===== src/hdl/scc_pkg.sv =====
// shared constants and types for the segment coverage counter
`timescale 1ns / 1ps
package scc_pkg;

  localparam int HALF_RANGE   = 1024;
  localparam int SPAN         = 2 * HALF_RANGE;
  localparam int COORD_W      = 11;
  localparam int ADDR_W       = $clog2(SPAN);
  localparam int CNT_W        = ADDR_W + 1;
  localparam int DIFF_W       = 17;
  localparam int COV_W        = 16;
  localparam int SEG_W        = 16;
  localparam int MAX_SEGMENTS = 65535;

  // request function codes
  localparam logic FUNC_ADD   = 1'b0;
  localparam logic FUNC_QUERY = 1'b1;

  // sequencer states
  typedef enum logic [6:0] {
    S_CLR   = 7'b0000001,
    S_IDLE  = 7'b0000010,
    S_ADD_L = 7'b0000100,
    S_ADD_R = 7'b0001000,
    S_REB   = 7'b0010000,
    S_QRD   = 7'b0100000,
    S_QDATA = 7'b1000000
  } state_t;

  // shared adder operations
  typedef enum logic [1:0] {
    OP_INC,
    OP_DEC,
    OP_ACC
  } alu_op_t;

endpackage


===== src/hdl/scc_alu.sv =====
// shared adder for difference updates and the prefix sum walk
`timescale 1ns / 1ps
module scc_alu import scc_pkg::*; (
  input  alu_op_t                  op,
  input  logic signed [DIFF_W-1:0] diff_in,
  input  logic        [COV_W-1:0]  run_in,
  output logic        [DIFF_W-1:0] diff_out,
  output logic        [COV_W-1:0]  cov_out
);

  logic signed [DIFF_W:0] opnd_b;
  logic signed [DIFF_W:0] sum;

  // second operand select
  always_comb begin
    case (op)
      OP_INC:  opnd_b = (DIFF_W+1)'(1);
      OP_DEC:  opnd_b = -(DIFF_W+1)'(1);
      OP_ACC:  opnd_b = signed'((DIFF_W+1)'(run_in));
      default: opnd_b = '0;
    endcase
  end

  assign sum      = {diff_in[DIFF_W-1], diff_in} + opnd_b;
  assign diff_out = sum[DIFF_W-1:0];

  // clamp running coverage to the result width
  always_comb begin
    if (sum < 0) begin
      cov_out = '0;
    end else if (sum > signed'((DIFF_W+1)'({COV_W{1'b1}}))) begin
      cov_out = '1;
    end else begin
      cov_out = sum[COV_W-1:0];
    end
  end

endmodule


===== config.mk =====
export PLATFORM = sky130hd
export DESIGN_NAME = scc_alu
export DESIGN_NICKNAME = d
export VERILOG_FILES = /design/src/hdl/scc_pkg.sv /design/src/hdl/scc_alu.sv
export SDC_FILE = /design/constraint.sdc
export NUM_CORES = 1
export LEC_CHECK = 0
export BUFFER_PORTS_ARGS = -buffer_cell sky130_fd_sc_hd__buf_2
export CORE_MARGIN = 8
export CORE_UTILIZATION = 25
export DETAILED_ROUTE_END_ITERATION = 6
export PLACE_DENSITY = 0.55
export SLEW_MARGIN = 20
export SYNTH_ARGS = -nofsm -noshare
export SYNTH_HDL_FRONTEND = slang
export SYNTH_SLANG_ARGS = --single-unit

===== constraint.sdc =====
create_clock -name vclk -period 4.6
set_clock_uncertainty 0.1 [all_clocks]
set_input_delay 1.15 -clock vclk [all_inputs]
set_output_delay 1.15 -clock vclk [all_outputs]
set_load 0.01 [all_outputs]

==> summary by stage, run 1 <==
Status
The flow ran to the end, but the final reports show violations. The final reports fail on setup timing.

Setup path
The endpoint kind of the worst setup timing path is an output pin. The endpoint of the most critical setup path is cov_out[6]. The cell with the biggest individual delay on the critical path is sky130_fd_sc_hd__a211oi_4. The class of the most critical setup path is in -> out.

The critical path contains buffers and inverters numbering 4 combined. The critical path goes through buf_8 -> nor2b_4 -> buf_6 -> a21o_1 -> ha_4 -> o21ai_2 -> nor2_2 -> a311oi_4 -> a211oi_4 -> o31a_1 -> buf_6 -> nor2_4 -> o22ai_2 -> buf_2. Of all nets on the critical path, the largest fanout is 8. The logic depth of the worst setup path including buffers is 14.

The worst setup path is launched from an input port. The endpoint required time on the critical path is 3.35 ns. The worst setup path startpoint is op[1]. The kind of cell with the highest combined delay along the critical path is compound AO/OA/AOI/OAI gates.

By instance count, the cell type seen most on the critical path is sky130_fd_sc_hd__buf_6. The data arrival time of the critical path is 3.59 ns. For this run, the slowest stage of the critical path takes 0.35 ns.

Global route
The number of global-route vias before repair came to just under 2000. The number of antenna violations at the first check in global routing came to 0. Entering global routing, the biggest net connects 17 pins. After global routing the overflow that remains totals 0. The first global-routing pass estimated about 9100 um of wire. The aggregate global-route resource usage is 14.4%.

Yosys
The post-synthesis instance area is 1290 um^2. A synthesized cell averages 6.91 um^2. The biggest area contributor in the post-synthesis netlist is sky130_fd_sc_hd__ha_1. In the synthesized netlist, the cells that appear most often are sky130_fd_sc_hd__nor2_1, sky130_fd_sc_hd__a21o_1, sky130_fd_sc_hd__a21oi_1, sky130_fd_sc_hd__ha_1, sky130_fd_sc_hd__o22ai_1.

The count of synthesis-stage warnings from yosys is 0. The portion of the post-synthesis area used by sequential elements is 0%. The synthesized netlist contains 42 unique library cells. The cell count after synthesis is 187. The net count after synthesis is 240. sky130_fd_sc_hd__nor2_1 is the most common cell in the netlist.

In the post-synthesis netlist, the biggest area contributors are sky130_fd_sc_hd__ha_1, sky130_fd_sc_hd__a21o_1, sky130_fd_sc_hd__nor2_1. The area fraction of the dominant cell type after synthesis is between 15 and 20%.

Floorplan
The area of the core region is 5040 um^2. The floorplan step set the die width to 87.9 um. The effective utilization at floorplan is 25.6%. The floorplan step defined a die boundary enclosing 7720 um^2.

For this design the top-level I/O count stands at 68. The overall die height is 87.9 um. The floorplan row count is 26.

Routing
The routed wirelength normalized by instance count is 15.2 um. The final antenna-violating net count is 0. The number of DRC markers in iteration 0 is 56. For this run, design rule violations remaining after detail routing come to 0. The number of vias in the routed layout is 1862.

The number of vias per cell is 5.05. The final wirelength is between 5000 and 6000 um. The first TritonRoute pass finished after 4 iterations.

STA
Setup violations remaining at the end of the flow were counted as 20. The share of the clock period used by the worst path after layout is 105%. Setup repair after global routing could not meet its margin everywhere. The worst hold-check slack is 2.62 ns. The number of pins with negative max-slew slack in the final report came to 0.

The tightest slew margin relative to the limit is 71.9%. The smallest clock period supported by the final layout is computed as 4.84 ns. The highest attainable clock frequency is approximately 0.21 GHz.

For the pin with the worst max-slew slack, the measured transition is between 0.4 and 0.5 ns. The number of hold violations in the final report was 0. The final critical-path setup slack is -0.236 ns.

Place
The total half-perimeter wirelength after legalization and detailed placement is 4510 um. The number of I/O port buffers is 68. After detailed placement, the total cell area comes to 2290 um^2. The final RePlAce weighted congestion is 0.903. The pre-CTS setup slack is -0.469 ns.

Pwr
IR analysis of the VDD net gives a maximum drop of 0.127 mV. In this run the power density over the cells is 235 nW/um^2. Power comes to ~0.65 mW.

Summed over all cells, the static leakage comes to 1.30 nW.

Hold path
The path type of the worst min-delay path is in -> out.

Cells and area
The share of layout cells above drive strength 1 is 67.9%. Relative to the synthesized area, the layout overhead comes to 113%. The number of clock buffer instances in the layout is 0. The area taken by flip-flops and latches is 0 um^2. The number of filler instances in the final layout is 477. At the end of the flow, the number of nets in the layout was ~350. The final design instance area without fill is 2750 um^2.

The design has 0 sequential cells. The number of diodes added for antenna fixing is 0.

Clocking
The number of buffers inserted for hold repair after clock tree synthesis is 0.

Flow run
The max-cap violation count is 0.
## metal layers
| layer | GRT usage, % | vias to the layer above | wire length [um] |
|---|---|---|---|
| met1 | 17.8 | 873 | 2380 |
| met2 | 26.4 | 56 | 2810 |
| met5 | 0 | - | 0 |
| li1 | - | 929 | - |
| met4 | 1.25 | 0 | 46 |
| met3 | 1.69 | 4 | 383 |
## final cells by class
type | count | area (um^2) | area share [%]
Multi-Input combinational cell | 173 | 1770 | 64.5
Tap cell | 70 | 87.6 | 3.19
Inverter | 4 | 15.0 | 0.547
Timing Repair Buffer | 122 | 873 | 31.8
## worst min-delay path by stage
stage	start	end	depth (start not counted)
finish	diff_in[0]	diff_out[0]	3
global route	diff_in[0]	diff_out[0]	3
CTS	diff_in[0]	diff_out[0]	3
detailed placement	diff_in[0]	diff_out[0]	3
global placement	diff_in[0]	diff_out[0]	3
floorplan	diff_in[0]	diff_out[0]	1
## cell families (layout without fill, tap and decap cells)
group                    Yosys count  in the layout  share of synthesized area, %
XOR/XNOR                          10             10                          6.78
AND/OR/NAND/NOR                   58             58                          20.9
buffers and inverters             14            126                          4.84
adder cells (fa/ha/maj)           18             18                          18.0
AO/OA/AOI/OAI                     87             87                          49.4
## metrics by stage
step	utilization, %	cells	setup TNS, ns
after floorplan	-	187	-1.86
after global placement	45.4	363	-6.78
after detailed placement	45.4	363	-8.69
after CTS	51.8	367	-4.11
after global routing	54.5	369	-5.92
final	54.5	369	-3.57
## repair_timing
| action | 4_1_cts | 5_1_grt |
|---|---|---|
| resized for setup | 66 | 25 |
| pin swaps | 31 | 20 |
| endpoints found under the setup margin | 25 | 25 |
| setup buffers | 5 | 3 |
## power breakdown
| part | switching (mW) | internal [mW] |
|---|---|---|
| sequential | 0 | 0 |
| clock | 0 | 0 |
| combinational | 0.313 | 0.332 |
| total | 0.313 | 0.332 |
## cells in the final DEF (no fill, tap or decap), drive strengths merged
master | netlist | routed
buf | 4 | 122
nor2 | 30 | 30
a21o | 19 | 19
ha | 17 | 17
a21oi | 17 | 17
o22ai | 14 | 14
o21ai | 12 | 12
nand2 | 6 | 6
nand3 | 5 | 5
o21a | 5 | 5
xor2 | 5 | 5
and2 | 5 | 5
xnor2 | 5 | 5
inv | 4 | 4
a211oi | 4 | 4
nor2b | 3 | 3
or3 | 2 | 2
o31ai | 2 | 2
nor3 | 2 | 2
or2 | 2 | 2
a211o | 2 | 2
o22a | 2 | 2
o311ai | 2 | 2
o31a | 2 | 2
a21boi | 2 | 2
and4 | 1 | 1
a311oi | 1 | 1
a41oi | 1 | 1
nand2b | 1 | 1
nand3b | 1 | 1
o211a | 1 | 1
a2bb2oi | 1 | 1
fa | 1 | 1
(Power assumes the default switching activity.)
==> run 2, diff against run 1 <==
--- a/config.mk
+++ b/config.mk
@@ -9,7 +9,7 @@
 export CORE_MARGIN = 8
 export CORE_UTILIZATION = 25
 export DETAILED_ROUTE_END_ITERATION = 6
-export PLACE_DENSITY = 0.55
+export PLACE_DENSITY = 0.54
 export SLEW_MARGIN = 20
 export SYNTH_ARGS = -nofsm -noshare
 export SYNTH_HDL_FRONTEND = slang
==> constraint.sdc (replaced) <==
create_clock -name vclk -period 5.8
set_clock_uncertainty 0.1 [all_clocks]
set_input_delay 1.45 -clock vclk [all_inputs]
set_output_delay 1.45 -clock vclk [all_outputs]
set_load 0.01 [all_outputs]
==> run 2 against run 1 <==
  * The run now ends clean
  * Final cell count is 6.5% lower
  * Via count decreased by 8.6%
  * Clock-buffer cell count unchanged
  * Die area stayed put
  * Critical path depth unchanged
  * Total power decreased by 47%
  * Wire length shrank 6.7%
  * Global-route usage down 2.0 points
  * Combinational power down 47%
  * Core utilization decreased by 15 points
==> summary by stage, run 2 (synthesis gave the netlist of run 1 again) <==
Status
The flow ran to the end, and the final reports show no timing, DRC or antenna violations.

Global route
The number of antenna violations at the first check in global routing is 0 (unchanged). The busiest layer in global routing is met2. The number of global-route vias before repair is 1771 (-8.9%). The largest net degree at the start of global routing is 18 (+1). The routing usage on met1 was 14.0% (-3.8 points).

The aggregate global-route resource usage came to 12.4% (-2.0 points). The global-route wire length before repair was 8050 um (-12%). The met3 usage in global routing is 2.06% (+0.38 points).

The sum of overflow across all layers after global routing is 0 (unchanged). The global routing met2 resource utilization is 24.5% (-1.9 points).

STA
Timing would allow up to 0.175 GHz. The slew of the pin with the lowest slew margin came to 0.430 ns (+0.0116 ns). The tightest slew margin relative to the limit is 71.3% (-0.57 points). The number of pins with negative max-slew slack in the final report was 0 (unchanged). The share of the clock period used by the worst path after layout is a little over nine tenths.

The worst hold-check slack is 3.17 ns (+0.550 ns). The number of hold violations in the final report is 0 (unchanged). The shortest period the worst path allows is between 5 and 6 ns.

The final setup violation count is 0 (-100%).

Routing
The final wirelength was 5240 um (-6.7%). The DRC violation count after routing is 0 (unchanged). The number of vias per cell is 4.93 (-2.2%). The detailed-router iteration count before antenna repair is 4 (unchanged). The number of DRC markers in iteration 0 is 81 (+45%). The routed wirelength normalized by instance count was 15.2 um (-0.24%).

The final antenna-violating net count is 0 (unchanged). The number of vias in the routed layout came to 1702 (-8.6%).

Place
The total half-perimeter wirelength after legalization and detailed placement was 4100 um (-9.0%). The final RePlAce weighted congestion is 0.870 (-3.7%). The number of I/O port buffers is 68 (unchanged).

The number of cells in the design after placement is 340 (-6.3%).

Pwr
The static leakage is 1.06 nW (-18%). The maximum resistive drop on vdd is 0.0694 mV (-45%). The power density relative to cell area is 175 nW/um^2 (-26%).

Setup path
For this design, the slowest cell found on the critical path is sky130_fd_sc_hd__fa_2. The largest fanout on the critical path is 5 (-3). Traced cell by cell, the critical path runs through buf_2 -> nor2b_4 -> buf_4 -> a21o_1 -> fa_2 -> a211oi_2 -> nor2_2 -> a311oi_4 -> buf_4 -> a21oi_1 -> o311ai_2 -> nor2_1 -> o22ai_1 -> buf_2. The class of the most critical setup path is in -> out.

The sum of buffers and inverters on the critical path came to 4 (unchanged). The data arrival time of the critical path is 4.15 ns (+0.56 ns). The startpoint kind of the worst setup timing path is an input port.

The endpoint kind of the worst setup timing path is an output pin. The maximum single-stage delay on the critical path is 0.38 ns (+0.03 ns). The endpoint required time on the critical path was 4.25 ns (+0.90 ns).

Broken down by cell family, the worst path's largest delay share belongs to compound AO/OA/AOI/OAI gates.

Cells and area
The area taken by flip-flops and latches is 0 um^2 (unchanged). The share of layout cells above drive strength 1 was 41.1% (-27 points). The number of diodes added for antenna fixing is 0 (unchanged). Leaving out fill and tap cells, the most frequent cell in the layout is sky130_fd_sc_hd__buf_2. The number of filler instances in the final layout was 563 (+18%). The number of cells in the finished layout apart from fillers is 345 (-6.5%). In the layout the commonest cells are sky130_fd_sc_hd__buf_2, sky130_fd_sc_hd__nor2_1, sky130_fd_sc_hd__buf_4, sky130_fd_sc_hd__a21o_1, sky130_fd_sc_hd__ha_1. From synthesis to final layout, the design area changed by 52.2%. The number of sequential storage elements is 0 (unchanged).

The number of clock buffer instances in the layout came to 0 (unchanged). The count of nets after finishing is 330 (-6.8%).

Floorplan
The overall die height came to 87.9 um (unchanged). The overall die area came to 7720 um^2 (unchanged). The floorplan row count is 26 (unchanged). The effective utilization at floorplan was 25.6% (unchanged). The area of the core region was 5040 um^2 (unchanged).

The I/O pin count is 68 (unchanged). The x dimension of the die is 87.9 um (unchanged).

Clocking
The number of buffers inserted for hold repair after clock tree synthesis came to 0 (unchanged).

Hold path
The min-delay analysis places its worst path in the category in -> out.

Flow run
The max-cap violation count is 0 (unchanged).
[run 2: changes by cell type in the layout (fill, tap and decap cells not counted), sizes merged]
cell / delta
buf: -25
nor2b: +1
[run 2: where the power goes]
part           internal, mW  switching, mW  total [mW]
clock network             0              0           0
registers                 0              0           0
logic                 0.157          0.186       0.343
total                 0.157          0.186       0.343
[run 2: repair_timing]
item / 4_1_cts / 5_1_grt
pin swaps: 0 / 3
resized for setup: 4 / 8
endpoints found under the hold margin: 0 / 0
cloned: 0 / 1
endpoints found under the setup margin: 22 / 17
buffers inserted: 0 / 4
[run 2: path summary, 6_finish.rpt]
path / from / to / cells after the start
max: op[1] / cov_out[14] / 14
min: diff_in[0] / diff_out[0] / 3
[run 2: per-stage QoR]
step	area (um^2)	util, %	TNS, ns	worst slack (ns)	total power [mW]
finish	1970	39.0	0	0.0959	0.343
global route	1970	39.0	-0.0426	-0.0145	0.376
CTS	1890	37.4	0	0.0305	0.333
detailed placement	1870	37.1	-6.37	-0.411	0.330
global placement	1870	37.1	-5.03	-0.300	0.328
floorplan	1290	-	0	0.111	0.198
[run 2: final cells by class]
cell class         count  area, um^2  share of cell area (%)
well taps             70        87.6                    4.46
multi-input cells    174        1290                    65.6
inverters              4        15.0                   0.764
repair buffers        97         574                    29.2
[run 2: per-layer routing]
layer	share of wire (%)	up-vias	wire, um
met4	0.25	0	13
met5	0	-	0
met1	43	773	2260
met2	50	48	2640
met3	6.3	2	328
li1	-	879	-
[run 2: worst min-delay path, cell delays in order]
cell                    delay [ns]
sky130_fd_sc_hd__buf_2        0.08
sky130_fd_sc_hd__ha_1         0.15
sky130_fd_sc_hd__buf_2        0.14
